<file path="config.mk">
export PLATFORM = sky130hd
export DESIGN_NAME = best_fit_frame_allocator
export DESIGN_NICKNAME = d
export VERILOG_FILES = /design/src/rtl/bffa_pkg.sv /design/src/rtl/bffa_ram.sv /design/src/rtl/best_fit_frame_allocator.sv
export SDC_FILE = /design/constraint.sdc
export NUM_CORES = 2
export LEC_CHECK = 0
export ABC_AREA = 1
export ABC_CLOCK_PERIOD_IN_PS = 7180
export BUFFER_PORTS_ARGS = -buffer_cell sky130_fd_sc_hd__buf_2
export CAP_MARGIN = 15
export CORE_MARGIN = 5
export CORE_UTILIZATION = 30
export CTS_BUF_LIST = sky130_fd_sc_hd__clkbuf_16
export CTS_CLUSTER_DIAMETER = 60
export DETAILED_ROUTE_END_ITERATION = 12
export SYNTH_ARGS = -nofsm -noshare
export SYNTH_HDL_FRONTEND = slang
export SYNTH_SLANG_ARGS = --single-unit
</file>
<file path="constraint.sdc">
create_clock -name clk -period 7.18 [get_ports clk]
set_input_delay 1.795 -clock clk [delete_from_list [all_inputs] [get_ports clk]]
set_output_delay 1.795 -clock clk [all_outputs]
set_load 0.02 [all_outputs]
</file>
<file path="src/rtl/bffa_pkg.sv">
// shared constants and types for the best-fit frame allocator
package bffa_pkg;

  localparam int FRAME_COUNT = 256;
  localparam int IDX_W       = $clog2(FRAME_COUNT);
  localparam int CNT_W       = $clog2(FRAME_COUNT + 1);
  localparam int TAG_W       = 5;
  localparam int NEED_W      = 9;
  localparam int CMP_W       = (CNT_W > NEED_W) ? CNT_W : NEED_W;

  typedef enum logic [1:0] {
    ST_PLACED    = 2'd0,
    ST_COMPACTED = 2'd1,
    ST_REJECTED  = 2'd2,
    ST_RELEASED  = 2'd3
  } status_t;

  localparam logic [TAG_W-1:0] TAG_FREE = '0;

endpackage

</file>
<file path="src/rtl/bffa_ram.sv">
// generic simple dual-port ram with registered read
module bffa_ram #(
  parameter int WIDTH = 8,
  parameter int DEPTH = 256
) (
  input  logic                     clk,
  input  logic                     we,
  input  logic [$clog2(DEPTH)-1:0] waddr,
  input  logic [WIDTH-1:0]         wdata,
  input  logic                     re,
  input  logic [$clog2(DEPTH)-1:0] raddr,
  output logic [WIDTH-1:0]         rdata
);

  logic [WIDTH-1:0] mem [DEPTH];

  // write port
  always_ff @(posedge clk) begin
    if (we) begin
      mem[waddr] <= wdata;
    end
  end

  // registered read port
  always_ff @(posedge clk) begin
    if (re) begin
      rdata <= mem[raddr];
    end
  end

endmodule

</file>
<file path="src/rtl/best_fit_frame_allocator.sv">
// best-fit contiguous frame allocator with compaction, top level
// The frame owner tags live in one RAM that is swept one frame per cycle.
// After reset a clearing pass over all FRAME_COUNT (256) frames zeroes the
// RAM before the first word is taken. Per word: a release sweeps all frames;
// an allocate scans all frames and then fills the run, or on compaction
// sweeps the store again and rewrites its tail; rejects of owner zero or
// length zero skip the sweep. One word is in work at a time; a finished
// result waits in the output register while the next word is taken.
module best_fit_frame_allocator (
  input  logic                          clk,
  input  logic                          rst_n,
  input  logic                          in_valid,
  output logic                          in_ready,
  input  logic                          in_mode,
  input  logic [bffa_pkg::TAG_W-1:0]    in_owner,
  input  logic [bffa_pkg::NEED_W-1:0]   in_frames_needed,
  output logic                          out_valid,
  input  logic                          out_ready,
  output logic [1:0]                    out_status,
  output logic [7:0]                    out_start_frame,
  output logic [8:0]                    out_frames_moved,
  output logic [8:0]                    out_frames_freed
);
  import bffa_pkg::*;

  typedef enum logic [7:0] {
    S_CLEAR = 8'b0000_0001,
    S_IDLE  = 8'b0000_0010,
    S_REL   = 8'b0000_0100,
    S_SCAN  = 8'b0000_1000,
    S_FILL  = 8'b0001_0000,
    S_COMP  = 8'b0010_0000,
    S_ZERO  = 8'b0100_0000,
    S_DONE  = 8'b1000_0000
  } state_t;

  state_t              state_r, state_nxt;
  logic [CNT_W-1:0]    cnt_r, cnt_nxt;
  logic                rv_r, rv_nxt;
  logic [IDX_W-1:0]    ridx_r, ridx_nxt;
  logic [TAG_W-1:0]    owner_r, owner_nxt;
  logic [NEED_W-1:0]   need_r, need_nxt;
  logic [CNT_W-1:0]    run_len_r, run_len_nxt;
  logic [IDX_W-1:0]    run_start_r, run_start_nxt;
  logic                found_r, found_nxt;
  logic [CNT_W-1:0]    best_len_r, best_len_nxt;
  logic [IDX_W-1:0]    best_start_r, best_start_nxt;
  logic [CNT_W-1:0]    free_r, free_nxt;
  logic [CNT_W-1:0]    w_r, w_nxt;
  logic [NEED_W-1:0]   rem_r, rem_nxt;
  status_t             res_status_r, res_status_nxt;
  logic [IDX_W-1:0]    res_start_r, res_start_nxt;
  logic [CNT_W-1:0]    res_moved_r, res_moved_nxt;
  logic [CNT_W-1:0]    res_freed_r, res_freed_nxt;
  logic                out_valid_r, out_valid_nxt;
  logic [1:0]          out_status_r, out_status_nxt;
  logic [7:0]          out_start_r, out_start_nxt;
  logic [8:0]          out_moved_r, out_moved_nxt;
  logic [8:0]          out_freed_r, out_freed_nxt;

  logic                ram_we;
  logic [IDX_W-1:0]    ram_waddr;
  logic [TAG_W-1:0]    ram_wdata;
  logic                ram_re;
  logic [IDX_W-1:0]    ram_raddr;
  logic [TAG_W-1:0]    ram_rdata;

  bffa_ram #(
    .WIDTH(TAG_W),
    .DEPTH(FRAME_COUNT)
  ) u_ram (
    .clk  (clk),
    .we   (ram_we),
    .waddr(ram_waddr),
    .wdata(ram_wdata),
    .re   (ram_re),
    .raddr(ram_raddr),
    .rdata(ram_rdata)
  );

  // sweep control and per-frame processing
  always_comb begin
    logic             sweep;
    logic             issue;
    logic             last;
    logic             is_free;
    logic [CNT_W-1:0] close_len;
    logic [IDX_W-1:0] close_start;
    logic             found_n;
    logic [IDX_W-1:0] best_start_n;
    logic [CNT_W-1:0] free_n;
    logic [CNT_W-1:0] w_n;
    logic [CNT_W-1:0] offs;
    logic [CMP_W-1:0] ext_start;
    logic [CMP_W-1:0] ext_moved;
    logic [CMP_W-1:0] ext_freed;

    state_nxt      = state_r;
    cnt_nxt        = cnt_r;
    owner_nxt      = owner_r;
    need_nxt       = need_r;
    run_len_nxt    = run_len_r;
    run_start_nxt  = run_start_r;
    found_nxt      = found_r;
    best_len_nxt   = best_len_r;
    best_start_nxt = best_start_r;
    free_nxt       = free_r;
    w_nxt          = w_r;
    rem_nxt        = rem_r;
    res_status_nxt = res_status_r;
    res_start_nxt  = res_start_r;
    res_moved_nxt  = res_moved_r;
    res_freed_nxt  = res_freed_r;
    out_valid_nxt  = out_valid_r && !out_ready;
    out_status_nxt = out_status_r;
    out_start_nxt  = out_start_r;
    out_moved_nxt  = out_moved_r;
    out_freed_nxt  = out_freed_r;
    ram_we         = 1'b0;
    ram_waddr      = cnt_r[IDX_W-1:0];
    ram_wdata      = TAG_FREE;

    // read issue for the three sweeping states
    sweep     = (state_r == S_REL) || (state_r == S_SCAN) || (state_r == S_COMP);
    issue     = sweep && (cnt_r < CNT_W'(FRAME_COUNT));
    ram_re    = issue;
    ram_raddr = cnt_r[IDX_W-1:0];
    rv_nxt    = issue;
    ridx_nxt  = cnt_r[IDX_W-1:0];
    if (issue) begin
      cnt_nxt = cnt_r + 1'b1;
    end
    last    = rv_r && (ridx_r == IDX_W'(FRAME_COUNT - 1));
    is_free = (ram_rdata == TAG_FREE);

    // hole that closes at this frame
    close_len    = is_free ? run_len_r + 1'b1 : run_len_r;
    close_start  = (is_free && run_len_r == '0) ? ridx_r : run_start_r;
    found_n      = found_r;
    best_start_n = best_start_r;
    free_n       = free_r;
    w_n          = w_r;
    offs         = cnt_r - w_r;
    ext_start    = CMP_W'(res_start_r);
    ext_moved    = CMP_W'(res_moved_r);
    ext_freed    = CMP_W'(res_freed_r);

    unique case (state_r)
      S_CLEAR: begin
        ram_we  = 1'b1;
        cnt_nxt = cnt_r + 1'b1;
        if (cnt_r == CNT_W'(FRAME_COUNT - 1)) begin
          state_nxt = S_IDLE;
          cnt_nxt   = '0;
        end
      end
      S_IDLE: begin
        if (in_valid) begin
          owner_nxt   = in_owner;
          need_nxt    = in_frames_needed;
          cnt_nxt     = '0;
          w_nxt       = '0;
          run_len_nxt = '0;
          found_nxt   = 1'b0;
          free_nxt    = '0;
          if (in_mode) begin
            state_nxt = S_REL;
          end else if (in_owner == TAG_FREE || in_frames_needed == '0) begin
            res_status_nxt = ST_REJECTED;
            res_start_nxt  = '0;
            res_moved_nxt  = '0;
            res_freed_nxt  = '0;
            state_nxt      = S_DONE;
          end else begin
            state_nxt = S_SCAN;
          end
        end
      end
      S_REL: begin
        if (rv_r) begin
          if (owner_r != TAG_FREE && ram_rdata == owner_r) begin
            ram_we    = 1'b1;
            ram_waddr = ridx_r;
            w_n       = w_r + 1'b1;
          end
          w_nxt = w_n;
          if (last) begin
            res_status_nxt = ST_RELEASED;
            res_start_nxt  = '0;
            res_moved_nxt  = '0;
            res_freed_nxt  = w_n;
            state_nxt      = S_DONE;
          end
        end
      end
      S_SCAN: begin
        if (rv_r) begin
          if (is_free) begin
            run_len_nxt   = close_len;
            run_start_nxt = close_start;
            free_n        = free_r + 1'b1;
          end else begin
            run_len_nxt = '0;
          end
          free_nxt = free_n;
          if ((!is_free || last) && CMP_W'(close_len) >= CMP_W'(need_r) &&
              (!found_r || close_len < best_len_r)) begin
            found_n      = 1'b1;
            best_start_n = close_start;
            best_len_nxt = close_len;
          end
          found_nxt      = found_n;
          best_start_nxt = best_start_n;
          if (last) begin
            if (found_n) begin
              cnt_nxt   = CNT_W'(best_start_n);
              rem_nxt   = need_r;
              state_nxt = S_FILL;
            end else if (CMP_W'(free_n) >= CMP_W'(need_r)) begin
              cnt_nxt   = '0;
              w_nxt     = '0;
              state_nxt = S_COMP;
            end else begin
              res_status_nxt = ST_REJECTED;
              res_start_nxt  = '0;
              res_moved_nxt  = '0;
              res_freed_nxt  = '0;
              state_nxt      = S_DONE;
            end
          end
        end
      end
      S_FILL: begin
        ram_we    = 1'b1;
        ram_wdata = owner_r;
        cnt_nxt   = cnt_r + 1'b1;
        rem_nxt   = rem_r - 1'b1;
        if (rem_r == NEED_W'(1)) begin
          res_status_nxt = ST_PLACED;
          res_start_nxt  = best_start_r;
          res_moved_nxt  = '0;
          res_freed_nxt  = '0;
          state_nxt      = S_DONE;
        end
      end
      S_COMP: begin
        if (rv_r) begin
          if (!is_free) begin
            ram_we    = 1'b1;
            ram_waddr = w_r[IDX_W-1:0];
            ram_wdata = ram_rdata;
            w_n       = w_r + 1'b1;
          end
          w_nxt = w_n;
          if (last) begin
            cnt_nxt   = w_n;
            state_nxt = S_ZERO;
          end
        end
      end
      S_ZERO: begin
        ram_we    = 1'b1;
        ram_wdata = (CMP_W'(offs) < CMP_W'(need_r)) ? owner_r : TAG_FREE;
        cnt_nxt   = cnt_r + 1'b1;
        if (cnt_r == CNT_W'(FRAME_COUNT - 1)) begin
          res_status_nxt = ST_COMPACTED;
          res_start_nxt  = w_r[IDX_W-1:0];
          res_moved_nxt  = w_r;
          res_freed_nxt  = '0;
          state_nxt      = S_DONE;
        end
      end
      S_DONE: begin
        if (!out_valid_r || out_ready) begin
          out_valid_nxt  = 1'b1;
          out_status_nxt = res_status_r;
          out_start_nxt  = ext_start[7:0];
          out_moved_nxt  = ext_moved[8:0];
          out_freed_nxt  = ext_freed[8:0];
          state_nxt      = S_IDLE;
        end
      end
      default: begin
        state_nxt = S_CLEAR;
        cnt_nxt   = '0;
      end
    endcase
  end

  // control registers
  always_ff @(posedge clk) begin
    if (!rst_n) begin
      state_r     <= S_CLEAR;
      cnt_r       <= '0;
      rv_r        <= 1'b0;
      out_valid_r <= 1'b0;
    end else begin
      state_r     <= state_nxt;
      cnt_r       <= cnt_nxt;
      rv_r        <= rv_nxt;
      out_valid_r <= out_valid_nxt;
    end
  end

  // payload registers
  always_ff @(posedge clk) begin
    ridx_r       <= ridx_nxt;
    owner_r      <= owner_nxt;
    need_r       <= need_nxt;
    run_len_r    <= run_len_nxt;
    run_start_r  <= run_start_nxt;
    found_r      <= found_nxt;
    best_len_r   <= best_len_nxt;
    best_start_r <= best_start_nxt;
    free_r       <= free_nxt;
    w_r          <= w_nxt;
    rem_r        <= rem_nxt;
    res_status_r <= res_status_nxt;
    res_start_r  <= res_start_nxt;
    res_moved_r  <= res_moved_nxt;
    res_freed_r  <= res_freed_nxt;
    out_status_r <= out_status_nxt;
    out_start_r  <= out_start_nxt;
    out_moved_r  <= out_moved_nxt;
    out_freed_r  <= out_freed_nxt;
  end

  assign in_ready         = (state_r == S_IDLE);
  assign out_valid        = out_valid_r;
  assign out_status       = out_status_r;
  assign out_start_frame  = out_start_r;
  assign out_frames_moved = out_moved_r;
  assign out_frames_freed = out_freed_r;

  // state encoding stays one-hot
  a_onehot: assert property (@(posedge clk) disable iff (!rst_n) $onehot(state_r))
    else $error("state not one-hot");

  // a sweep never writes the frame it is reading
  a_no_rw_clash: assert property (@(posedge clk) disable iff (!rst_n)
    (ram_we && ram_re) |-> (ram_waddr != ram_raddr))
    else $error("ram read and write hit the same frame");

  // compaction write pointer never passes the frame being read back
  a_comp_order: assert property (@(posedge clk) disable iff (!rst_n)
    (state_r == S_COMP && rv_r) |-> (w_r <= CNT_W'(ridx_r)))
    else $error("compaction write pointer ahead of read");

  // an accepted word always starts work
  a_accept_leaves_idle: assert property (@(posedge clk) disable iff (!rst_n)
    (in_valid && in_ready) |=> (state_r != S_IDLE))
    else $error("accepted word did not start");

endmodule
</file>
==> run_results.csv <==
group,metric,value,unit
logic_synthesis,ys_types,56,
worst_setup_path,worstPathArrival,6040,ps
logic_synthesis,synth_cells,5272,
power_and_ir_drop,p_total,20.9,mW
logic_synthesis,syn-cell-area,61400,um^2
place,gp_congestion,0.898,
routing,antenna_left,0,
worst_setup_path,startpoint,"cnt_r[0]",
logic_synthesis,synth-edff-count,1417,
clocking,root_buffer,"clkbuf_16",
finish,nets,5267,
worst_setup_path,end_kind,"flip-flop",
finish,fillCellCount,20000,
logic_synthesis,syn-num-nets,5343,
worst_hold_path,worstHoldPathType,"reg2reg",
sta,tns,0,ps
sta,whs,414,ps
routing,drtPass1Iterations,8,
global_route,track_usage,0.148,
sta,slew_violations,0,
routing,drt_drc_violations_left,0,
logic_synthesis,ys_async_sr_fraction,0,
place,io_buffers,48,
logic_synthesis,synthFlopType,"edfxtp_1",
routing,wl_per_cell,20.5,um
die,dieWidth,462,um
die,core_area,204000,um^2
finish,final_area,69100,um^2
routing,viasPerCell,5.14,
sta,timing.final.crit_share,0.770,
sta,max_freq,181,MHz
clocking,clkLatencyLatePin,800,ps
die,core.rowCount,166,
sta,rsz0062_at_grt,"false",
run_status,status,"finished clean",
routing,drt-total-wl,164000,um
job,drv_cap,0,
finish,drive_above_1_share,0.0825,
logic_synthesis,ys_ff_latch,1444,
clocking,clock_path_buffers,3,
logic_synthesis,synth_top_area_share,0.693,
worst_setup_path,rr_startpoint,"cnt_r[0]",
worst_setup_path,critPathMaxFanout,145,
clocking,cts_buffers,153,
global_route,grt_max_degree,193,
die,initial_utilization,0.301,
clocking,h-tree-depth,4,
routing,via_count,41200,
clocking,cts_setup_buffers,0,
worst_setup_path,timing_worst_setup_path_type,"reg2reg",
worst_setup_path,required,7690,ps
logic_synthesis,synth.area.top_cells,"edfxtp_1, nor2_1, o21ai_0",
power_and_ir_drop,p_leak,21.8,nW
routing,drt_iter0_drc,4645,
worst_hold_path,holdCritStartpoint,"res_moved_r[0]",
die,die_h,462,um
die,dieArea,214000,um^2
sta,period_needed,5530,ps
clocking,cts_resized,0,
finish,area_delta_synth_final,12.5,%
power_and_ir_drop,ir_drop,0.250,mV
sta,worst_pin_slew,1270,ps
logic_synthesis,synth_area_leader_cell,"edfxtp_1",
clocking,cts_tree,"built",
logic_synthesis,synth_warnings,0,
global_route,antenna_found_initial,2,
die,io-pin-count,49,
place,dpl_cell_area,64200,um^2
finish,diodes,0,
sta,max_slew_margin,0.153,
sta,setup_viol,0,
sta,hold_violations,0,
clocking,cts_sinks,1444,
place,dpl.hpwl,95100,um
worst_setup_path,startpoint_type,"flip-flop",
logic_synthesis,ys_seq_area_frac,0.702,
power_and_ir_drop,pwr_density_cell,302,nW/um^2
sta,finClkSkew,50.5,ps
global_route,grt_pass1_vias,39300,
clocking,hold_buffers,0,
clocking,path_clk_slew,60,ps
logic_synthesis,syn_avg_cell_area,11.7,um^2
global_route,grt_pass1_wl,249000,um
global_route,grt_overflow,0,
## routing by layer
metal / share of wire / global-route usage / vias to the layer above
met4: 0.031 / 0.0488 / 0
li1: - / - / 18700
met3: 0.078 / 0.0254 / 294
met1: 0.44 / 0.210 / 20400
met2: 0.45 / 0.231 / 1710
met5: 0 / 0 / -
## cells in the final DEF (no fill, tap or decap), types with 5 or more instances in the layout
cell        instances
buf_12              7
inv_4               5
clkinv_2           26
nand4_1            15
o22ai_1           303
nand3_1           378
buf_4              47
bufinv_16          12
nor2_2              9
and2_1              7
clkinv_8            5
inv_1             222
dfxtp_1            22
xnor2_1             7
xor2_1             32
nand2_8             5
nor2_8             14
edfxtp_1         1417
o21ai_1            15
nor2_1            940
nand3_2             9
nor2_4              6
nand3_4            12
o211ai_1            7
clkbuf_16         155
nor4_1              5
nor3_1             17
a21oi_1            74
inv_6              10
nand2_1           681
or2_2               8
ha_1               51
o21ai_0           638
buf_2              48
clkinvlp_4          8
nand2_2            11
clkinv_1           33
nand2_4            10
## final cells by class
type	count	area [um^2]	area share
flip-flops and latches	1444	43100	0.624
multi-input cells	3287	16100	0.234
clock buffers	155	3880	0.0561
well taps	2688	3360	0.0487
clock inverters	128	1060	0.0154
inverters	208	820	0.0119
repair buffers	102	733	0.0106
## cell families (layout without fill, tap and decap cells)
logic type | Yosys count | count (layout) | share of synthesized area
adder cells (fa/ha/maj) | 52 | 52 | 0.0107
AO/OA/AOI/OAI | 1059 | 1059 | 0.0939
buffers and inverters | 541 | 593 | 0.0372
flip-flops | 1444 | 1444 | 0.702
XOR/XNOR | 39 | 39 | 0.00556
AND/OR/NAND/NOR | 2137 | 2137 | 0.151
## power breakdown
| part | internal [mW] | total, mW | switching, mW |
|---|---|---|---|
| Clock | 4.40 | 7.77 | 3.38 |
| Combinational | 0.853 | 3.70 | 2.85 |
| Sequential | 9.28 | 9.37 | 0.0875 |
## worst paths after layout
kind | end | cells past startpoint | slack, ps
setup / recovery | u_ram.mem[68][0] | 19 | 1650
hold / removal | out_frames_moved[0] | 0 | 410
setup reg to reg | u_ram.mem[68][0] | 19 | 1650
hold reg to reg | out_frames_moved[0] | 0 | 410
## state kept, by name, indices dropped and copies added, names as in the netlist, 2 cells and up
register	count
run_start_r	8
out_status	2
u_ram.mem	1280
res_moved_r	9
out_frames_freed	9
owner_r	5
best_start_r	8
res_start_r	8
free_r	9
state_r	8
out_frames_moved	9
res_freed_r	9
w_r	9
need_r	9
res_status_r	2
cnt_r	9
best_len_r	9
out_start_frame	8
u_ram.rdata	5
run_len_r	9
rem_r	9
ridx_r	8
## through the flow
stage	utilization	setup slack, ps	cells
final	0.338	1650	8012
after global routing	0.338	1250	8012
after CTS	0.338	1680	8012
after detailed placement	0.314	1690	7729
after global placement	0.314	1650	7729
after floorplan	-	1570	5272
## synth_stat cells, types with 4 or more instances
cell type / number
edfxtp_1: 1417
nor2_1: 940
nand2_1: 686
o21ai_0: 638
nand3_1: 378
o22ai_1: 303
clkbuf_1: 207
inv_1: 191
a21oi_1: 76
buf_2: 71
ha_1: 51
buf_1: 33
xor2_1: 32
dfxtp_1: 27
buf_6: 17
nor3_1: 17
nand4_1: 15
o21ai_1: 15
nor2_8: 14
nand3_4: 12
nand2_2: 11
nand2_4: 10
nand3_2: 9
nor2_2: 9
or2_2: 8
and2_1: 7
inv_2: 7
o211ai_1: 7
xnor2_1: 7
nor2_4: 6
buf_4: 5
inv_4: 5
nor4_1: 5
a31oi_1: 4
clkinv_1: 4
## worst max-delay path, cell delays in order (launching register included)
cell      delay [ps]
dfxtp_4          470
inv_8            620
ha_1             260
inv_1             70
fa_1             400
nand3_1           90
nand2_1          100
a21oi_1          140
o21ai_0          160
a21o_1           210
a21oi_1          160
xor2_1           160
ha_1             260
a21oi_1          160
nand2_1           70
o21bai_1         170
nand2_1          170
nand2_1          170
nand2_8          610
buf_4            600
Power figures use the tool's default switching activity.
